### src/rtl/core/mjdcal_pkg.sv
package mjdcal_pkg;

    localparam int unsigned MJD_W      = 16;
    localparam int unsigned UTC_W      = 40;
    localparam int unsigned NUM_W      = 20;
    localparam int unsigned YOFS_W     = 8;
    localparam int unsigned REM_W      = 10;
    localparam int unsigned MP_W       = 4;

    localparam int unsigned MJD_MIN    = 15079;
    localparam int unsigned MJD_BASE   = 14956;
    localparam int unsigned YEAR_BASE  = 1900;

    // y = (20*mjd - 301564) / 7305, done as multiply by ceil(2^33/7305)
    localparam int unsigned Y_MUL      = 20;
    localparam int unsigned Y_NUM_OFS  = 301564;
    localparam int unsigned Y_RECIP    = 1175898;
    localparam int unsigned Y_SHIFT    = 33;
    localparam int unsigned YD_MUL     = 1461;

    // mp = (10000*rem - 1000) / 306001, resolved by threshold compares
    localparam int unsigned MP_NUM     = 306001;
    localparam int unsigned MP_DEN     = 10000;
    localparam int unsigned MP_OFS     = 1000;
    localparam int unsigned MP_MAX     = 15;
    localparam int unsigned MONTHS     = 12;

    typedef struct packed {
        logic [7:0] hour;
        logic [7:0] minute;
        logic [7:0] second;
    } t_tod;

    // tens*10 + units, no digit check
    function automatic logic [7:0] bcd_pair(input logic [7:0] v);
        logic [7:0] tens;
        logic [7:0] units;
        tens  = 8'(v[7:4]);
        units = 8'(v[3:0]);
        return 8'(tens * 8'd10) + units;
    endfunction

endpackage

### src/rtl/core/mjd_bcd_time_to_calendar.sv
// Broadcast UTC stamp to calendar date and time of day.
// Input channel: i_valid / o_ready with i_utc_time; bits 39..24 are the
// Modified Julian Date, bits 23..0 the BCD hh:mm:ss time of day.
// Output channel: o_valid / i_ready with year, month, day, hour, minute,
// second and date_valid. A transaction completes when valid and ready are
// both high at a rising edge of i_clk.
// Throughput is one transaction per cycle while i_ready stays high. The five
// stages are: BCD decode and year numerator, reciprocal multiply for the
// year, remaining days, month threshold search, day/month/year fixup into
// the output register.
// Each stage has its own valid bit and ready, so bubbles collapse while the
// receiver stalls; o_ready drops only once all five stages hold data.
// MJD below 15079 gives date_valid 0 and a zero date; time of day is still
// decoded. BCD digits above 9 are combined without a check.
// i_rst_n (synchronous, active low) empties the pipeline; no data is kept.
module mjd_bcd_time_to_calendar (
    input  logic        i_clk,
    input  logic        i_rst_n,
    input  logic        i_valid,
    output logic        o_ready,
    input  logic [39:0] i_utc_time,
    output logic        o_valid,
    input  logic        i_ready,
    output logic [10:0] o_year,
    output logic [3:0]  o_month,
    output logic [4:0]  o_day,
    output logic [7:0]  o_hour,
    output logic [7:0]  o_minute,
    output logic [7:0]  o_second,
    output logic        o_date_valid
);
    import mjdcal_pkg::*;

    logic               f_valid;
    logic               f_ready;
    logic [MJD_W-1:0]   f_mjd;
    logic [NUM_W-1:0]   f_num;
    logic               f_ok;
    t_tod               f_tod;

    logic               y_valid;
    logic               y_ready;
    logic [YOFS_W-1:0]  y_yofs;
    logic [REM_W-1:0]   y_rem;
    logic               y_ok;
    t_tod               y_tod;

    t_tod               m_tod;

    mjdcal_front u_front (
        .i_clk      (i_clk),
        .i_rst_n    (i_rst_n),
        .i_valid    (i_valid),
        .o_ready    (o_ready),
        .i_utc_time (i_utc_time),
        .o_valid    (f_valid),
        .i_ready    (f_ready),
        .o_mjd      (f_mjd),
        .o_num      (f_num),
        .o_date_ok  (f_ok),
        .o_tod      (f_tod)
    );

    mjdcal_year u_year (
        .i_clk      (i_clk),
        .i_rst_n    (i_rst_n),
        .i_valid    (f_valid),
        .o_ready    (f_ready),
        .i_mjd      (f_mjd),
        .i_num      (f_num),
        .i_date_ok  (f_ok),
        .i_tod      (f_tod),
        .o_valid    (y_valid),
        .i_ready    (y_ready),
        .o_yofs     (y_yofs),
        .o_rem      (y_rem),
        .o_date_ok  (y_ok),
        .o_tod      (y_tod)
    );

    mjdcal_month u_month (
        .i_clk        (i_clk),
        .i_rst_n      (i_rst_n),
        .i_valid      (y_valid),
        .o_ready      (y_ready),
        .i_yofs       (y_yofs),
        .i_rem        (y_rem),
        .i_date_ok    (y_ok),
        .i_tod        (y_tod),
        .o_valid      (o_valid),
        .i_ready      (i_ready),
        .o_year       (o_year),
        .o_month      (o_month),
        .o_day        (o_day),
        .o_tod        (m_tod),
        .o_date_valid (o_date_valid)
    );

    assign o_hour   = m_tod.hour;
    assign o_minute = m_tod.minute;
    assign o_second = m_tod.second;

endmodule

### src/rtl/core/mjdcal_front.sv
module mjdcal_front (
    input  logic                       i_clk,
    input  logic                       i_rst_n,
    input  logic                       i_valid,
    output logic                       o_ready,
    input  logic [39:0]                i_utc_time,
    output logic                       o_valid,
    input  logic                       i_ready,
    output logic [15:0]                o_mjd,
    output logic [19:0]                o_num,
    output logic                       o_date_ok,
    output mjdcal_pkg::t_tod           o_tod
);
    import mjdcal_pkg::*;

    logic               r_vld;
    logic [MJD_W-1:0]   r_mjd;
    logic [NUM_W-1:0]   r_num;
    logic               r_ok;
    t_tod               r_tod;

    logic [MJD_W-1:0]   mjd;
    logic [NUM_W:0]     num_full;
    t_tod               n_tod;

    assign mjd      = i_utc_time[UTC_W-1:UTC_W-MJD_W];
    assign num_full = (NUM_W+1)'(mjd) * (NUM_W+1)'(Y_MUL) - (NUM_W+1)'(Y_NUM_OFS);

    always_comb begin
        n_tod.hour   = bcd_pair(i_utc_time[23:16]);
        n_tod.minute = bcd_pair(i_utc_time[15:8]);
        n_tod.second = bcd_pair(i_utc_time[7:0]);
    end

    assign o_ready = !r_vld || i_ready;

    always_ff @(posedge i_clk) begin
        if (!i_rst_n) begin
            r_vld <= 1'b0;
        end else if (o_ready) begin
            r_vld <= i_valid;
        end
    end

    always_ff @(posedge i_clk) begin
        if (i_valid && o_ready) begin
            r_mjd <= mjd;
            r_num <= num_full[NUM_W-1:0];
            r_ok  <= (mjd >= MJD_W'(MJD_MIN));
            r_tod <= n_tod;
        end
    end

    assign o_valid   = r_vld;
    assign o_mjd     = r_mjd;
    assign o_num     = r_num;
    assign o_date_ok = r_ok;
    assign o_tod     = r_tod;

endmodule

### src/rtl/core/mjdcal_year.sv
module mjdcal_year (
    input  logic                       i_clk,
    input  logic                       i_rst_n,
    input  logic                       i_valid,
    output logic                       o_ready,
    input  logic [15:0]                i_mjd,
    input  logic [19:0]                i_num,
    input  logic                       i_date_ok,
    input  mjdcal_pkg::t_tod           i_tod,
    output logic                       o_valid,
    input  logic                       i_ready,
    output logic [7:0]                 o_yofs,
    output logic [9:0]                 o_rem,
    output logic                       o_date_ok,
    output mjdcal_pkg::t_tod           o_tod
);
    import mjdcal_pkg::*;

    localparam int unsigned PROD_W = NUM_W + 21;
    localparam int unsigned YD_W   = YOFS_W + 11;

    // stage A: year offset by reciprocal multiply
    logic               r_a_vld;
    logic [MJD_W-1:0]   r_a_mjd;
    logic [YOFS_W-1:0]  r_a_y;
    logic               r_a_ok;
    t_tod               r_a_tod;
    logic               a_ready;
    logic [PROD_W-1:0]  prod;

    // stage B: days left after the whole years
    logic               r_b_vld;
    logic [YOFS_W-1:0]  r_b_y;
    logic [REM_W-1:0]   r_b_rem;
    logic               r_b_ok;
    t_tod               r_b_tod;
    logic [YD_W-1:0]    yd_full;
    logic [MJD_W-1:0]   rem_full;
    logic               o_ready_b;

    assign prod = PROD_W'(i_num) * PROD_W'(Y_RECIP);

    assign a_ready = !r_a_vld || o_ready_b;
    assign o_ready = a_ready;

    assign o_ready_b = !r_b_vld || i_ready;

    always_ff @(posedge i_clk) begin
        if (!i_rst_n) begin
            r_a_vld <= 1'b0;
            r_b_vld <= 1'b0;
        end else begin
            if (a_ready) begin
                r_a_vld <= i_valid;
            end
            if (o_ready_b) begin
                r_b_vld <= r_a_vld;
            end
        end
    end

    always_ff @(posedge i_clk) begin
        if (i_valid && a_ready) begin
            r_a_mjd <= i_mjd;
            r_a_y   <= prod[Y_SHIFT +: YOFS_W];
            r_a_ok  <= i_date_ok;
            r_a_tod <= i_tod;
        end
    end

    // yd = floor(1461*y/4); rem stays in 123..488 for any accepted date
    assign yd_full  = YD_W'(r_a_y) * YD_W'(YD_MUL);
    assign rem_full = r_a_mjd - MJD_W'(MJD_BASE) - MJD_W'(yd_full >> 2);

    always_ff @(posedge i_clk) begin
        if (r_a_vld && o_ready_b) begin
            r_b_y   <= r_a_y;
            r_b_rem <= rem_full[REM_W-1:0];
            r_b_ok  <= r_a_ok;
            r_b_tod <= r_a_tod;
        end
    end

    assign o_valid   = r_b_vld;
    assign o_yofs    = r_b_y;
    assign o_rem     = r_b_rem;
    assign o_date_ok = r_b_ok;
    assign o_tod     = r_b_tod;

endmodule

### src/rtl/core/mjdcal_month.sv
module mjdcal_month (
    input  logic                       i_clk,
    input  logic                       i_rst_n,
    input  logic                       i_valid,
    output logic                       o_ready,
    input  logic [7:0]                 i_yofs,
    input  logic [9:0]                 i_rem,
    input  logic                       i_date_ok,
    input  mjdcal_pkg::t_tod           i_tod,
    output logic                       o_valid,
    input  logic                       i_ready,
    output logic [10:0]                o_year,
    output logic [3:0]                 o_month,
    output logic [4:0]                 o_day,
    output mjdcal_pkg::t_tod           o_tod,
    output logic                       o_date_valid
);
    import mjdcal_pkg::*;

    // mp >= j  <=>  rem >= ceil((306001*j + 1000) / 10000)
    logic [REM_W-1:0]   th [1:MP_MAX];
    // floor(30.6001*mp)
    logic [REM_W-1:0]   fd [0:MP_MAX];

    for (genvar j = 1; j <= MP_MAX; j++) begin : g_th
        assign th[j] = REM_W'((MP_NUM * j + MP_OFS + MP_DEN - 1) / MP_DEN);
    end
    for (genvar j = 0; j <= MP_MAX; j++) begin : g_fd
        assign fd[j] = REM_W'((MP_NUM * j) / MP_DEN);
    end

    // stage C: month index
    logic               r_c_vld;
    logic [YOFS_W-1:0]  r_c_y;
    logic [REM_W-1:0]   r_c_rem;
    logic [MP_W-1:0]    r_c_mp;
    logic               r_c_ok;
    t_tod               r_c_tod;
    logic [MP_W-1:0]    mp;
    logic               c_ready;

    // stage D: output register
    logic               r_d_vld;
    logic [10:0]        r_d_year;
    logic [3:0]         r_d_month;
    logic [4:0]         r_d_day;
    logic               r_d_ok;
    t_tod               r_d_tod;
    logic               d_ready;

    logic               wrap;
    logic [YOFS_W-1:0]  yofs;
    logic [REM_W-1:0]   day_full;
    logic [MP_W-1:0]    month_full;
    logic [10:0]        n_year;
    logic [3:0]         n_month;
    logic [4:0]         n_day;

    always_comb begin
        mp = '0;
        for (int j = 1; j <= MP_MAX; j++) begin
            mp = mp + MP_W'(i_rem >= th[j]);
        end
    end

    assign d_ready = !r_d_vld || i_ready;
    assign c_ready = !r_c_vld || d_ready;
    assign o_ready = c_ready;

    always_ff @(posedge i_clk) begin
        if (!i_rst_n) begin
            r_c_vld <= 1'b0;
            r_d_vld <= 1'b0;
        end else begin
            if (c_ready) begin
                r_c_vld <= i_valid;
            end
            if (d_ready) begin
                r_d_vld <= r_c_vld;
            end
        end
    end

    always_ff @(posedge i_clk) begin
        if (i_valid && c_ready) begin
            r_c_y   <= i_yofs;
            r_c_rem <= i_rem;
            r_c_mp  <= mp;
            r_c_ok  <= i_date_ok;
            r_c_tod <= i_tod;
        end
    end

    // months 14 and 15 belong to the next year
    always_comb begin
        wrap       = (r_c_mp == MP_W'(14)) || (r_c_mp == MP_W'(15));
        yofs       = r_c_y + YOFS_W'(wrap);
        day_full   = r_c_rem - fd[r_c_mp];
        month_full = r_c_mp - MP_W'(1) - (wrap ? MP_W'(MONTHS) : '0);
        if (!r_c_ok) begin
            n_year  = '0;
            n_month = '0;
            n_day   = '0;
        end else begin
            n_year  = (yofs == '0) ? '0 : 11'(yofs) + 11'(YEAR_BASE);
            n_month = month_full;
            n_day   = day_full[4:0];
        end
    end

    always_ff @(posedge i_clk) begin
        if (r_c_vld && d_ready) begin
            r_d_year  <= n_year;
            r_d_month <= n_month;
            r_d_day   <= n_day;
            r_d_ok    <= r_c_ok;
            r_d_tod   <= r_c_tod;
        end
    end

    assign o_valid      = r_d_vld;
    assign o_year       = r_d_year;
    assign o_month      = r_d_month;
    assign o_day        = r_d_day;
    assign o_tod        = r_d_tod;
    assign o_date_valid = r_d_ok;

endmodule

### config.mk
export PLATFORM = sky130hd
export DESIGN_NAME = mjd_bcd_time_to_calendar
export DESIGN_NICKNAME = d
export VERILOG_FILES = /design/src/rtl/core/mjdcal_pkg.sv /design/src/rtl/core/mjd_bcd_time_to_calendar.sv /design/src/rtl/core/mjdcal_front.sv /design/src/rtl/core/mjdcal_year.sv /design/src/rtl/core/mjdcal_month.sv
export SDC_FILE = /design/constraint.sdc
export NUM_CORES = 1
export LEC_CHECK = 0
export ABC_CLOCK_PERIOD_IN_PS = 13700
export BUFFER_PORTS_ARGS = -buffer_cell sky130_fd_sc_hd__buf_2
export CORE_MARGIN = 1
export CORE_UTILIZATION = 45
export CTS_BUF_LIST = sky130_fd_sc_hd__clkbuf_8
export DETAILED_ROUTE_END_ITERATION = 10
export HOLD_SLACK_MARGIN = 0.03
export PLACE_DENSITY_LB_ADDON = 0.3
export SLEW_MARGIN = 10
export SYNTH_ARGS = -nofsm -noshare
export SYNTH_HDL_FRONTEND = slang
export SYNTH_SLANG_ARGS = --single-unit
### constraint.sdc
create_clock -name i_clk -period 13.7 [get_ports i_clk]
set_input_delay 0 -clock i_clk [delete_from_list [all_inputs] [get_ports i_clk]]
set_output_delay 0 -clock i_clk [all_outputs]
set_load 0.02 [all_outputs]
==> flow_metrics.py <==
metrics = {
    "run_status": {
        "status": "completed",
    },
    "routing": {
        "drc": 0,
        "drt-total-wl_um": 31200,
        "drtAntennaViolNets": 0,
        "vias_per_cell": 4.94,
        "drt_iter0_markers": 409,
        "wl_per_cell_um": 14.7,
        "first_pass_iters": 4,
        "vias": 10448,
    },
    "critical_path": {
        "crit_path_top_delay_cell": "fa_1",
        "end_kind": "flip-flop",
        "worstSetupPathType": "flip-flop to flip-flop",
        "startpoint_type": "flip-flop",
        "crit_fanout": 9,
        "required_ps": 14090,
        "crit_chain": "fa_1 > inv_1 > fa_1 > inv_1 > ha_1 > fa_1 > fa_1 > fa_1 > inv_1 > fa_1 > inv_1 > ha_1 > nand2_1 > o21ai_0 > a211oi_1 > o22ai_1 > o311ai_2 > a21oi_1 > or4_1 > nand3_1",
        "cp.arrival_ps": 6740,
        "critPathMostFrequentCell": "fa_1",
        "r2r_slack_ps": 7350,
        "r2r_cells": 20,
        "cpPeakStageDelay_ps": 600,
    },
    "cts": {
        "root_buffer": "clkbuf_8",
        "h-tree-depth": 2,
        "numCtsBuffers": 38,
        "clk_pin_slew_ps": 60,
        "cts_tree": "built",
        "clock_path_buffers": 3,
        "clock_sinks": 230,
        "clkLatencyLatePin_ps": 550,
        "ctsResizeCount": 0,
    },
    "synth": {
        "synthTopCellsByArea": "edfxtp_1 (38%), ha_1 (21%), fa_1 (18%)",
        "yosysTopAreaCell": "edfxtp_1",
        "yosysSeqAreaShare_pct": 38.5,
        "ys.flop_type": "edfxtp_1",
        "yosysMostFrequentCell": "ha_1",
        "yosys_warnings": 0,
        "synth_top_area_share_pct": 38.0,
        "syn-cell-area_um2": 17800,
        "synth_seq_cells": 230,
        "synth_cell_types": 66,
        "avgSynthCellArea_um2": 12.6,
        "synth_edf_count": 225,
        "syn_inst": 1409,
        "ys_top_cells_by_count": "ha_1 (304), inv_1 (278), edfxtp_1 (225), fa_1 (160), xnor2_1 (64)",
        "syn-num-nets": 1917,
        "ys_async_sr_fraction_pct": 0,
    },
    "floorplanning": {
        "die_h_um": 201,
        "dieArea_um2": 40300,
        "pin_count": 91,
        "core_area_um2": 38800,
        "initial_core_util_pct": 45.8,
        "rows": 72,
        "fp.dieW_um": 201,
    },
    "timing": {
        "slew_violations": 0,
        "layout_worst_path_cycle_share_pct": 46.4,
        "fin_setup_tns_ps": 0,
        "setup_violations": 0,
        "slew_headroom_pct": 25.2,
        "rsz0062_at_grt": "no",
        "skew_ps": 30.9,
        "fin_crit_ps": 6350,
        "fmax_mhz": 157,
        "tightest_slew_ps": 1120,
        "final_hold_viol_count": 0,
    },
    "global_routing": {
        "grt_usage_pct": 16.2,
        "grt_pass1_vias": 10979,
        "grt_overflow_total": 0,
        "grt_pass1_wl_um": 52700,
        "grt_max_degree": 54,
        "antenna_found_initial": 0,
    },
    "final_layout": {
        "nNetsFinal": 2079,
        "antennaDiodeCount": 0,
        "syn_to_final_growth_pct": 12.7,
        "drive_gt1_share_pct": 10.5,
    },
    "placed_design": {
        "dpl.hpwl_um": 25500,
        "port_buffers": 90,
        "finalWeightedCongestion": 0.920,
    },
    "flow_run": {
        "maxCapViolCount": 0,
    },
    "hold_path": {
        "worstHoldPathType": "input pin to flip-flop",
        "min_path_cells": 4,
    },
}
-- critical path, delay by kind of cell, from the launching register on --
kind            cells  cell delay (ps)
fa+ha+maj           8             3790
buf+inv             4              180
compound gates      5             1050
flops               1              580
simple gates        3              600
-- state kept, by name (all words and copies together), names as in the netlist, 10 cells and up --
| register | flops |
|---|---|
| u_front.o_mjd | 10 |
| u_front.o_num | 18 |
| u_front.o_tod | 24 |
| u_month.o_tod | 24 |
| u_month.o_year | 10 |
| u_month.r_c_tod | 24 |
| u_year.o_rem | 10 |
| u_year.o_tod | 24 |
| u_year.r_a_mjd | 10 |
| u_year.r_a_tod | 24 |
-- cells by family (layout without fill, tap and decap cells) --
logic type / count (synthesis) / count (layout) / share of synthesized area (%)
AO/OA/AOI/OAI: 167 / 167 / 6.35
XOR/XNOR: 89 / 89 / 4.38
adder cells (fa/ha/maj): 464 / 464 / 39.4
buffers and inverters: 291 / 480 / 6.16
flip-flops: 230 / 230 / 38.5
multiplexers: 6 / 6 / 0.408
AND/OR/NAND/NOR: 162 / 162 / 4.78
-- placed cells by master (no fill, tap or decap), drive strengths merged, types with 8 or more instances in the layout --
| cell type | instances |
|---|---|
| a21o | 20 |
| a21oi | 56 |
| a31oi | 9 |
| and2 | 14 |
| and3 | 8 |
| buf | 94 |
| clkbuf | 38 |
| clkinv | 14 |
| dlygate4sd3 | 41 |
| edfxtp | 225 |
| fa | 160 |
| ha | 304 |
| inv | 290 |
| nand2 | 27 |
| nand3 | 26 |
| nand4 | 8 |
| nor2 | 34 |
| nor2b | 13 |
| nor3 | 9 |
| o21ai | 24 |
| o21bai | 9 |
| xnor2 | 64 |
| xor2 | 25 |
-- repair_timing --
action | in CTS | in global routing
hold buffers | 41 | 0
hold endpoints to repair | 44 | 0
buffers inserted | 0 | 0
-- final timing paths --
path                           start          endpoint
hold reg to reg   u_month.r_c_tod[5]  u_month.o_tod[5]
setup reg to reg    u_front.o_num[6]   u_year.r_a_y[7]
setup / recovery    u_front.o_num[6]   u_year.r_a_y[7]
hold / removal         i_utc_time[5]  u_front.o_tod[2]
-- per-stage QoR --
| step | utilization (%) | instances | area, um2 | worst slack (ps) | hold WS, ps |
|---|---|---|---|---|---|
| final | 51.7 | 2116 | 20100 | 7350 | 64.6 |
| after global routing | 51.7 | 2116 | 20100 | 7010 | 60.1 |
| after CTS | 51.7 | 2116 | 20100 | 7340 | 36.9 |
| after detailed placement | 48.7 | 2008 | 18900 | 7340 | 181 |
| after global placement | 48.7 | 2008 | 18900 | 7440 | 180 |
| after floorplan | - | 1409 | 17800 | 7790 | 98.9 |
-- cell type report --
type / instances / area [um2]
fillers: 3356 / 18800
clock inverters: 29 / 204
flip-flops and latches: 230 / 6860
inverters: 278 / 1040
multi-input cells: 888 / 9890
repair buffers: 135 / 891
well taps: 518 / 648
clock buffers: 38 / 523
-- metal layers --
metal	GRT usage (%)	routed length, um	vias up
li1	-	-	5150
met5	0	0	-
met1	20.7	14200	5042
met2	28.2	15100	204
met3	2.61	1190	52
met4	4.93	696	0
Power is not shown: default switching activity piles up to over one toggle a cycle in this logic, so the estimate is an artifact.
